==> src/hw/rtl/vpptc_pkg.sv <==
`default_nettype none

package vpptc_pkg;

  localparam logic CMD_START   = 1'b0;
  localparam logic CMD_MEASURE = 1'b1;

  localparam logic [2:0] REG_GAIN_UNLOADED   = 3'd0;
  localparam logic [2:0] REG_OFFSET_UNLOADED = 3'd1;
  localparam logic [2:0] REG_GAIN_LOADED     = 3'd2;
  localparam logic [2:0] REG_OFFSET_LOADED   = 3'd3;
  localparam logic [2:0] REG_LOOP_MODE       = 3'd4;
  localparam logic [2:0] REG_ADC_PER_VOLT    = 3'd5;

  localparam logic [1:0] MODE_NONE = 2'd0;
  localparam logic [1:0] MODE_ADC  = 2'd1;

  localparam logic [15:0] RST_GAIN_UNLOADED   = 16'd666;
  localparam logic [15:0] RST_OFFSET_UNLOADED = 16'd4096;
  localparam logic [15:0] RST_GAIN_LOADED     = 16'd1434;
  localparam logic [15:0] RST_OFFSET_LOADED   = 16'd8960;
  localparam logic [1:0]  RST_LOOP_MODE       = 2'd2;
  localparam logic [15:0] RST_ADC_PER_VOLT    = 16'd16692;

  // Voltages in Q5.8 volts.
  localparam logic [12:0] TARGET_LOW   = 13'd1280;
  localparam logic [12:0] TARGET_MIN   = 13'd2176;
  localparam logic [12:0] TARGET_MAX   = 13'd3584;
  localparam logic [12:0] TOLERANCE    = 13'd51;

  localparam logic [6:0] DUTY_MAX      = 7'd100;
  localparam logic [6:0] TRIM_DUTY_MIN = 7'd5;
  localparam logic [6:0] TRIM_DUTY_MAX = 7'd70;
  localparam logic [9:0] ADC_MAX       = 10'd1023;

  localparam logic [4:0] MAX_TRIES     = 5'd20;
  localparam logic [1:0] MAX_REVERSALS = 2'd2;

  // floor(x * RECIP_TEN / 2**19) equals floor(x / 10) for every 16-bit x.
  localparam logic [15:0] RECIP_TEN = 16'd52429;

  typedef enum logic [2:0] {
    ST_AWAIT = 3'd0,
    ST_DONE  = 3'd1,
    ST_RANGE = 3'd2,
    ST_TOL   = 3'd3,
    ST_LOW   = 3'd4
  } status_t;

  typedef struct packed {
    logic        command;
    logic [12:0] target_voltage;
    logic [12:0] measured_voltage;
  } req_t;

  typedef struct packed {
    logic [6:0] duty_unloaded;
    logic [6:0] duty_loaded;
    logic [9:0] adc_setpoint;
    logic [2:0] status;
  } rsp_t;

  typedef struct packed {
    logic [15:0] gain_unloaded;
    logic [15:0] offset_unloaded;
    logic [15:0] gain_loaded;
    logic [15:0] offset_loaded;
    logic [1:0]  loop_mode;
    logic [15:0] adc_counts_per_volt;
  } cfg_t;

  typedef struct packed {
    req_t               item;
    logic [28:0]        prod_unl;
    logic [28:0]        prod_ld;
    logic [28:0]        prod_adc;
    logic signed [13:0] err;
    logic signed [30:0] prod_err;
  } prod_t;

endpackage

`default_nettype wire

==> src/hw/rtl/vpptc_mul.sv <==
`default_nettype none

module vpptc_mul (
  input  wire logic                clk,
  input  wire logic                load,
  input  wire vpptc_pkg::req_t     item,
  input  wire logic [12:0]         target_ref,
  input  wire vpptc_pkg::cfg_t     cfg,
  output vpptc_pkg::prod_t         prod
);
  import vpptc_pkg::*;

  logic signed [13:0] err;
  prod_t              prod_next;

  always_comb begin
    err = $signed({1'b0, target_ref}) - $signed({1'b0, item.measured_voltage});
    prod_next.item     = item;
    prod_next.prod_unl = 29'(item.target_voltage) * 29'(cfg.gain_unloaded);
    prod_next.prod_ld  = 29'(item.target_voltage) * 29'(cfg.gain_loaded);
    prod_next.prod_adc = 29'(item.target_voltage) * 29'(cfg.adc_counts_per_volt);
    prod_next.err      = err;
    prod_next.prod_err = 31'(err) * $signed({15'b0, cfg.gain_unloaded});
  end

  always_ff @(posedge clk) begin
    if (load) begin
      prod <= prod_next;
    end
  end

endmodule

`default_nettype wire

==> src/hw/rtl/vpptc_step.sv <==
`default_nettype none

module vpptc_step (
  input  wire logic                clk,
  input  wire logic                rst,
  input  wire logic                commit,
  input  wire vpptc_pkg::prod_t    d,
  input  wire vpptc_pkg::cfg_t     cfg,
  output vpptc_pkg::rsp_t          rsp,
  output logic [12:0]              target_next
);
  import vpptc_pkg::*;

  logic [6:0]        duty_now, duty_now_next;
  logic [6:0]        duty_loaded_held, duty_loaded_held_next;
  logic [12:0]       target_held, target_held_next;
  logic [4:0]        tries, tries_next;
  logic [1:0]        reversals_left, reversals_left_next;
  logic signed [7:0] previous_step, previous_step_next;
  logic              trimming_active, trimming_active_next;
  logic              first_trim, first_trim_next;

  logic [12:0]        t, m, diff;
  logic               is_low, in_tol, out_range;
  logic signed [30:0] sum_du, sum_dl;
  logic [29:0]        sum_adc;
  logic [6:0]         du_c, dl_c;
  logic [9:0]         adc_c;
  logic [13:0]        mag;
  logic               trim_tol;
  logic signed [31:0] sum_raw;
  logic signed [15:0] raw, neg_raw;
  logic [15:0]        div_in;
  logic [31:0]        div_prod;
  logic [12:0]        q10;
  logic signed [13:0] applied;
  logic               app_zero, app_pos, prev_pos, rev;
  logic [1:0]         rev_left_upd;
  logic signed [7:0]  prev_sat;
  logic signed [14:0] pwm;
  logic [6:0]         pwm_c;
  logic [4:0]         tries_inc;
  logic               trim_end;

  function automatic logic [6:0] clamp_duty(input logic signed [14:0] v);
    logic [6:0] r;
    if (v < 0) begin
      r = 7'd0;
    end else if (v > 15'(DUTY_MAX)) begin
      r = DUTY_MAX;
    end else begin
      r = v[6:0];
    end
    return r;
  endfunction

  always_comb begin
    t = d.item.target_voltage;
    m = d.item.measured_voltage;
    diff = (m >= t) ? (m - t) : (t - m);
    is_low = t < TARGET_LOW;
    in_tol = diff <= TOLERANCE;
    out_range = (t > TARGET_MAX) || (t < TARGET_MIN);

    sum_du = $signed({2'b0, d.prod_unl}) - $signed({7'b0, cfg.offset_unloaded, 8'b0})
             + 31'sd32768;
    sum_dl = $signed({2'b0, d.prod_ld}) - $signed({7'b0, cfg.offset_loaded, 8'b0});
    du_c = clamp_duty(sum_du[30:16]);
    dl_c = clamp_duty(sum_dl[30:16]);

    sum_adc = {1'b0, d.prod_adc} + 30'd32768;
    adc_c = (sum_adc[29:16] > 14'(ADC_MAX)) ? ADC_MAX : sum_adc[25:16];

    mag = (d.err < 0) ? 14'(-d.err) : 14'(d.err);
    trim_tol = mag <= 14'(TOLERANCE);

    sum_raw = 32'(d.prod_err) + 32'sd32768;
    raw = sum_raw[31:16];
    neg_raw = -raw;
    div_in = (raw >= 0) ? ({raw[12:0], 3'b0} + 16'd5) : {neg_raw[14:0], 1'b0};
    div_prod = div_in * RECIP_TEN;
    q10 = div_prod[31:19];
    if (raw >= 0) begin
      applied = $signed({1'b0, q10});
    end else if (raw < -16'sd5) begin
      applied = -$signed({1'b0, q10});
    end else begin
      applied = -14'sd1;
    end

    app_zero = applied == 0;
    app_pos = applied > 0;
    prev_pos = previous_step > 0;
    rev = app_zero || (previous_step == 0) || (app_pos != prev_pos);
    rev_left_upd = (!first_trim && rev && (reversals_left != 2'd0))
                   ? reversals_left - 2'd1 : reversals_left;
    if (applied > 14'sd127) begin
      prev_sat = 8'sd127;
    end else if (applied < -14'sd128) begin
      prev_sat = -8'sd128;
    end else begin
      prev_sat = applied[7:0];
    end

    pwm = $signed({8'b0, duty_now}) + 15'(applied);
    if (pwm > $signed({8'b0, TRIM_DUTY_MAX})) begin
      pwm_c = TRIM_DUTY_MAX;
    end else if (pwm < $signed({8'b0, TRIM_DUTY_MIN})) begin
      pwm_c = TRIM_DUTY_MIN;
    end else begin
      pwm_c = pwm[6:0];
    end
    tries_inc = tries + 5'd1;
    trim_end = app_zero || (tries_inc >= MAX_TRIES) || (pwm_c <= TRIM_DUTY_MIN) ||
               (pwm_c >= TRIM_DUTY_MAX) || (rev_left_upd == 2'd0);
  end

  always_comb begin
    duty_now_next = duty_now;
    duty_loaded_held_next = duty_loaded_held;
    target_held_next = target_held;
    tries_next = tries;
    reversals_left_next = reversals_left;
    previous_step_next = previous_step;
    trimming_active_next = trimming_active;
    first_trim_next = first_trim;
    rsp = '0;

    if (d.item.command == CMD_START) begin
      trimming_active_next = 1'b0;
      if (is_low) begin
        rsp.status = ST_LOW;
      end else if (in_tol) begin
        rsp.status = ST_TOL;
      end else if (out_range) begin
        rsp.status = ST_RANGE;
      end else begin
        duty_now_next = du_c;
        duty_loaded_held_next = dl_c;
        target_held_next = t;
        rsp.duty_unloaded = du_c;
        rsp.duty_loaded = dl_c;
        rsp.status = ST_DONE;
        case (cfg.loop_mode)
          MODE_NONE: begin
          end
          MODE_ADC: begin
            rsp.adc_setpoint = adc_c;
          end
          default: begin
            tries_next = 5'd0;
            reversals_left_next = MAX_REVERSALS;
            previous_step_next = 8'sd0;
            first_trim_next = 1'b1;
            if ((du_c > TRIM_DUTY_MIN) && (du_c < TRIM_DUTY_MAX)) begin
              trimming_active_next = 1'b1;
              rsp.status = ST_AWAIT;
            end
          end
        endcase
      end
    end else begin
      rsp.duty_unloaded = duty_now;
      rsp.duty_loaded = duty_loaded_held;
      rsp.status = ST_DONE;
      if (trimming_active) begin
        if (trim_tol) begin
          trimming_active_next = 1'b0;
        end else begin
          tries_next = tries_inc;
          reversals_left_next = rev_left_upd;
          first_trim_next = 1'b0;
          previous_step_next = prev_sat;
          duty_now_next = pwm_c;
          rsp.duty_unloaded = pwm_c;
          if (trim_end) begin
            trimming_active_next = 1'b0;
          end else begin
            rsp.status = ST_AWAIT;
          end
        end
      end
    end

    target_next = commit ? target_held_next : target_held;
  end

  always_ff @(posedge clk) begin
    if (rst) begin
      duty_now <= 7'd0;
      duty_loaded_held <= 7'd0;
      target_held <= 13'd0;
      tries <= 5'd0;
      reversals_left <= MAX_REVERSALS;
      previous_step <= 8'sd0;
      trimming_active <= 1'b0;
      first_trim <= 1'b1;
    end else if (commit) begin
      duty_now <= duty_now_next;
      duty_loaded_held <= duty_loaded_held_next;
      target_held <= target_held_next;
      tries <= tries_next;
      reversals_left <= reversals_left_next;
      previous_step <= previous_step_next;
      trimming_active <= trimming_active_next;
      first_trim <= first_trim_next;
    end
  end

endmodule

`default_nettype wire

==> src/hw/rtl/vpp_pwm_trim_controller_unit.sv <==
// Boost converter PWM duty controller for a programming voltage.
// The request channel (req_valid, req_stall, req) carries one start or
// measurement transaction; the response channel (rsp_valid, rsp_stall, rsp)
// returns exactly one result transaction for each request, in order.
// A transaction moves at a rising edge with valid high and stall low.
// Registers are written through cfg_valid, cfg_ready, cfg_index and cfg_data;
// cfg_ready is always high, so every write is taken when cfg_valid is high. Write them only
// while no request is in flight.
// A request, once accepted, passes an input register, a register after the
// gain multipliers, and the response register. While the receiver does not
// stall, a new request is accepted every cycle; the throughput is one
// transaction per cycle, set by the state update after the multiplier
// register.
// When the receiver stalls, the response register holds its transaction and
// the stages behind it keep filling until both are occupied, then req_stall
// rises. Reset (rst, synchronous, active high) empties the pipeline, restores
// the register defaults and clears the trim state.
`default_nettype none

module vpp_pwm_trim_controller_unit (
  input  wire logic              clk,
  input  wire logic              rst,
  input  wire logic              req_valid,
  output logic                   req_stall,
  input  wire vpptc_pkg::req_t   req,
  output logic                   rsp_valid,
  input  wire logic              rsp_stall,
  output vpptc_pkg::rsp_t        rsp,
  input  wire logic              cfg_valid,
  output logic                   cfg_ready,
  input  wire logic [2:0]        cfg_index,
  input  wire logic [15:0]       cfg_data
);
  import vpptc_pkg::*;

  cfg_t        cfg;
  req_t        s1;
  logic        s1_valid;
  logic        s2_valid;
  prod_t       s2;
  rsp_t        step_rsp;
  logic [12:0] target_next;
  logic        rsp_load, s2_free, s2_move, s1_free, s1_move, accept;

  always_comb begin
    rsp_load = !rsp_valid || !rsp_stall;
    s2_free = !s2_valid || rsp_load;
    s2_move = s2_valid && rsp_load;
    s1_free = !s1_valid || s2_free;
    s1_move = s1_valid && s2_free;
    req_stall = !s1_free;
    accept = req_valid && s1_free;
    cfg_ready = 1'b1;
  end

  always_ff @(posedge clk) begin
    if (rst) begin
      s1_valid <= 1'b0;
      s2_valid <= 1'b0;
      rsp_valid <= 1'b0;
    end else begin
      if (s1_free) begin
        s1_valid <= req_valid;
      end
      if (s2_free) begin
        s2_valid <= s1_valid;
      end
      if (rsp_load) begin
        rsp_valid <= s2_valid;
      end
    end
  end

  always_ff @(posedge clk) begin
    if (accept) begin
      s1 <= req;
    end
    if (s2_move) begin
      rsp <= step_rsp;
    end
  end

  always_ff @(posedge clk) begin
    if (rst) begin
      cfg.gain_unloaded <= RST_GAIN_UNLOADED;
      cfg.offset_unloaded <= RST_OFFSET_UNLOADED;
      cfg.gain_loaded <= RST_GAIN_LOADED;
      cfg.offset_loaded <= RST_OFFSET_LOADED;
      cfg.loop_mode <= RST_LOOP_MODE;
      cfg.adc_counts_per_volt <= RST_ADC_PER_VOLT;
    end else if (cfg_valid && cfg_ready) begin
      case (cfg_index)
        REG_GAIN_UNLOADED:   cfg.gain_unloaded <= cfg_data;
        REG_OFFSET_UNLOADED: cfg.offset_unloaded <= cfg_data;
        REG_GAIN_LOADED:     cfg.gain_loaded <= cfg_data;
        REG_OFFSET_LOADED:   cfg.offset_loaded <= cfg_data;
        REG_LOOP_MODE:       cfg.loop_mode <= cfg_data[1:0];
        REG_ADC_PER_VOLT:    cfg.adc_counts_per_volt <= cfg_data;
        default: begin
        end
      endcase
    end
  end

  vpptc_mul u_mul (
    .clk        (clk),
    .load       (s1_move),
    .item       (s1),
    .target_ref (target_next),
    .cfg        (cfg),
    .prod       (s2)
  );

  vpptc_step u_step (
    .clk         (clk),
    .rst         (rst),
    .commit      (s2_move),
    .d           (s2),
    .cfg         (cfg),
    .rsp         (step_rsp),
    .target_next (target_next)
  );

endmodule

`default_nettype wire

==> config.mk <==
export PLATFORM = sky130hd
export DESIGN_NAME = vpp_pwm_trim_controller_unit
export DESIGN_NICKNAME = d
export VERILOG_FILES = /design/src/hw/rtl/vpptc_pkg.sv /design/src/hw/rtl/vpptc_mul.sv /design/src/hw/rtl/vpptc_step.sv /design/src/hw/rtl/vpp_pwm_trim_controller_unit.sv
export SDC_FILE = /design/constraint.sdc
export NUM_CORES = 2
export LEC_CHECK = 0
export BUFFER_PORTS_ARGS = -buffer_cell sky130_fd_sc_hd__clkbuf_2
export CORE_UTILIZATION = 60
export CTS_BUF_LIST = sky130_fd_sc_hd__clkbuf_4
export CTS_CLUSTER_DIAMETER = 120
export DETAILED_ROUTE_END_ITERATION = 12
export PLACE_DENSITY = 0.77
export SYNTH_ARGS = -nofsm -noshare
export SYNTH_HDL_FRONTEND = slang
export SYNTH_HIERARCHICAL = 1
export SYNTH_SLANG_ARGS = --single-unit
==> constraint.sdc <==
create_clock -name clk -period 17.4 [get_ports clk]
set_input_delay 0 -clock clk [delete_from_list [all_inputs] [get_ports clk]]
set_output_delay 0 -clock clk [all_outputs]
set_load 0.03 [all_outputs]
# ---- Yosys cells after proc, flatten, opt, wreduce, memory -nomap -nowiden
# Index checks and enable logic that the tools add are counted.
dict set report totals {
  regBits 342
  inputBits 51
  out_inout_bits 30
}
dict set report classes {
  addsub 15
  mul 5
  n_lt_le_gt_ge 25
  eq_ne 13
  n_mux 77
  bitwise 5
  reduce_logical 39
}
# cell count
set op_table {}
lappend op_table {{13-bit by 16-bit multiplier with 29-bit output} 3}
lappend op_table {{7-bit two-way mux} 12}
lappend op_table {{13-bit two-way mux} 6}
lappend op_table {{24-bit two-way mux} 3}
lappend op_table {{8-bit two-way mux} 9}
lappend op_table {{32-bit zero test} 2}
lappend op_table {{29-bit by 24-bit subtractor with 30-bit output} 2}
lappend op_table {{14-bit two-way mux} 4}
lappend op_table {{5-bit two-way mux} 7}
lappend op_table {{31-bit by 17-bit adder with 32-bit output (second input constant)} 1}
lappend op_table {{16-bit by 16-bit multiplier with 32-bit output (second input constant)} 1}
lappend op_table {{30-bit by 17-bit adder with 31-bit output (second input constant)} 1}
lappend op_table {{14-bit by 17-bit multiplier with 31-bit output} 1}
lappend op_table {{29-bit by 16-bit adder with 30-bit output (second input constant)} 1}
lappend op_table {{15-bit by 7-bit > comparator with 1-bit output (second input constant)} 2}
lappend op_table {{14-bit by 1-bit < comparator with 1-bit output (second input constant)} 2}
lappend op_table {{13-bit subtractor} 2}
lappend op_table {{3-bit two-way mux} 7}
lappend op_table {{10-bit two-way mux} 2}
lappend op_table {{1-bit two-way mux} 18}
lappend op_table {{16-bit by 3-bit adder with 16-bit output (second input constant)} 1}
lappend op_table {{16-bit by 1-bit >= comparator with 1-bit output (second input constant)} 1}
lappend op_table {{16-bit by 4-bit < comparator with 1-bit output (second input constant)} 1}
lappend op_table {{16-bit two-way mux} 1}
lappend op_table {{other kinds (47)} 89}

# ---- Depth between registers and ports, before layout
dict set report depth {
  ltp_word 19
  ltp_mapped 51
}

# ---- By module
# The synthesis kept the hierarchy.
# module instances cells_per_inst area_per_inst_um2
set modules_own_cells {}
lappend modules_own_cells {vpptc_mul 1 3417 32822.7}
lappend modules_own_cells {vpptc_step 1 1721 13116.3}
lappend modules_own_cells {vpp_pwm_trim_controller_unit 1 375 5067.4}

# ---- Worst setup path before layout
# OpenSTA, ideal clock, no wires.
dict set report synth_timing {
  path_kind {register to register}
  start {register u_mul/prod[145] (netlist name)}
  end {register u_mul/prod[29] (netlist name) (data pin)}
  setup_ps 269
  arrival_time_ps 10961
  t_required_ps 17131
  path_slack_ps 6170
  stages_incl_launch_ff 48
  path_buffers 1
  cell_sequence {edfxtp_1 > inv_1 > ha_1 > inv_1 > fa_1 > a21o_1 > a21o_1 > a2111oi_0 > o31ai_1 > a221oi_1 > nand3_1 > a31oi_1 > xnor2_1 > a2111oi_2 > a21oi_1 > nand2_2 > nor2_2 > mux2_2 > (+12 left out) > and2_1 > fa_1 > fa_1 > fa_1 > fa_1 > fa_1 > inv_1 > fa_1 > inv_1 > ha_1 > a21oi_1 > o21ai_1 > a221oi_1 > o21ai_0 > a41oi_1 > nor3b_2 > o31ai_1 > xor2_1}
}
# element line_no
set synth_rtl {}
lappend synth_rtl {{from (decl)} vpptc_mul.sv:9} ;# output vpptc_pkg::prod_t prod
lappend synth_rtl {{from (signal assigned)} vpptc_mul.sv:28} ;# prod <= prod_next;

==> out/qor.txt <==
Hold-fix buffers, CTS - 99
clk_lat worst skew - 900 ps
Post-DP HPWL - 94.7 mm
Avg Inst Size Synth - 9.10 µm²
CTS-repair resized insts - 0
IO buf count - 79
worst r2r src - u_mul/prod[145]$_DFFE_PP_
highest-count cells in the layout ignoring fill and taps - 953 x inv_1, 712 x fa_1, 665 x nand2_1
clock sinks - 296
Worst Tran Pin Value - 1160 ps
core region area - 80800 µm²
wire length of the first global-routing pass - 207 mm
Starting Density - 60.9%
Top cell by count, worst path - fa_1
final RePlAce weighted congestion - 0.964
clk_skew - 79.1 ps
setup bufs post-CTS - 0
CTS tree - done
clk buf depth - 3
Die Area - 83200 µm²
Post-Layout Inst Area - 52600 µm²
initial antenna violation count - 7
slew margin rel. - 22.4%
Setup TNS Final - 0 ps
Die X - 288 µm
Synth Instances - 5411
worst r2r dst - u_mul/prod[29]$_DFFE_PP_
fin crit share - 72.6%
via count - 38600
CP endpoint kind - flip-flop
Arrival @ worst endpoint - 13240 ps
CTS Buf Count - 81
post-layout util - 65.1%
Hold Crit Class - input pin to flip-flop
Synth Warn # - 6
Routed wire per std cell - 19.2 µm
slack of the worst reg-to-reg path - 4770 ps
critical path depth in cells - 48
Critical Path Sink - u_mul/prod[29]$_DFFE_PP_
antenna viol nets, final - 0
gr ovfl total - 0
Nets - 6804
max cap viols - 0
vias in the first global route - 39700
die height - 288 µm
critical path startpoint - u_mul/prod[145]$_DFFE_PP_
endpoints failing setup - 0
H-tree level count - 3
Fmax - 79.2 MHz
Top Ports - 81
most common cell after layout, fill and taps aside - inv_1
Worst Reg-to-Reg Cells - 48
Startpoint Class - flip-flop
RSZ-0062 raised after global routing - false
Pre-antenna DRT Iters - 10
Min Clock Period, post-route - 12630 ps
Crit path required time - 18010 ps
Mapped Area - 49200 µm²
num rows - 104
max incr delay on CP - 690 ps
DRT iter0 DRCs - 3051
Slowest cell on crit path - a2111oi_0
Final Hold Viols - 0
Crit path max-delay family - compound AO/OA/AOI/OAI gates
Worst-path clk slew - 90 ps
share of cells above drive strength 1 - 6.65%
DR vias/cell - 5.82
fin. max-slew vios - 0
Cell Area, Placed - 50400 µm²
largest net degree at the start of global routing - 104
DRC - 10
final wirelength - 127 mm
Setup Crit Path Kind - flip-flop to flip-flop
failing checks - DRC
GRT Resource Usage Total - 31.4%
CP Max Fanout - 19
CTS root buf - clkbuf_4
Area growth syn-to-layout - 6.83%
Worst Path Buf+Inv - 8
outcome - complete, but fails checks
## final cells by class
class / count / area (µm²)
fill: 6558 / 28200
sequential: 296 / 7600
antenna: 6 / 15.0
clock buffer: 109 / 818
clock inverter: 37 / 338
multi-input combinational: 3931 / 37100
tap: 1060 / 1330
inverter: 955 / 3580
timing repair buffer: 233 / 1800
## flip-flops by register name (all words and copies together) (netlist names)
signal	flops
u_step/first_trim	1
s1	27
s1_valid	1
u_step/tries	5
s2_valid	1
u_step/target_held	13
u_step/trimming_active	1
rsp_valid	1
rsp	27
u_mul/prod	113
cfg	82
u_step/reversals_left	2
u_step/duty_now	7
u_step/previous_step	8
u_step/duty_loaded_held	7
## stage by stage
| step | setup slack, ps | hold WS [ps] | instances |
|---|---|---|---|
| 3_5_place_dp | 4900 | 179 | 6376 |
| 3_3_place_gp | 5200 | 178 | 6376 |
| 2_1_floorplan | 6170 | 98.9 | 5412 |
| 4_1_cts | 4860 | 1.33 | 6621 |
| 5_1_grt | 4120 | 23.9 | 6627 |
| 6_report | 4770 | 42.8 | 6627 |
## routing by layer
layer  global-route usage, %  up-vias  part of all wire (%)
met1                    43.7    19100                    43
li1                        -    17600                     -
met5                       0        -                     0
met2                    50.6     1582                    46
met4                    9.10        0                   2.7
met3                    5.33      253                   8.0
## worst min-delay path by stage
stage | startpoint | to | cells past startpoint
after global routing | cfg_data[8] | cfg[8]$_SDFFE_PP1P_ | 4
after global placement | req[12] | s1[12]$_DFFE_PP_ | 1
after CTS | cfg_data[13] | cfg[31]$_SDFFE_PP1P_ | 4
after detailed placement | req[21] | s1[21]$_DFFE_PP_ | 1
final | cfg_data[13] | cfg[31]$_SDFFE_PP1P_ | 4
after floorplan | req[0] | s1[0]$_DFFE_PP_ | 0
## worst reg2reg max path, delay by kind of cell (launching register included)
family | cells | cell delay (ps)
DFF | 1 | 470
buffers and inverters | 8 | 900
and+or+nand+nor | 5 | 920
xor gates and xnor gates | 3 | 460
AOI/OAI and AO/OA | 20 | 4650
muxes | 1 | 400
adders and majority gates | 11 | 4560
Power is not shown: default switching activity piles up to over one toggle a cycle in this logic, so the estimate is an artifact.
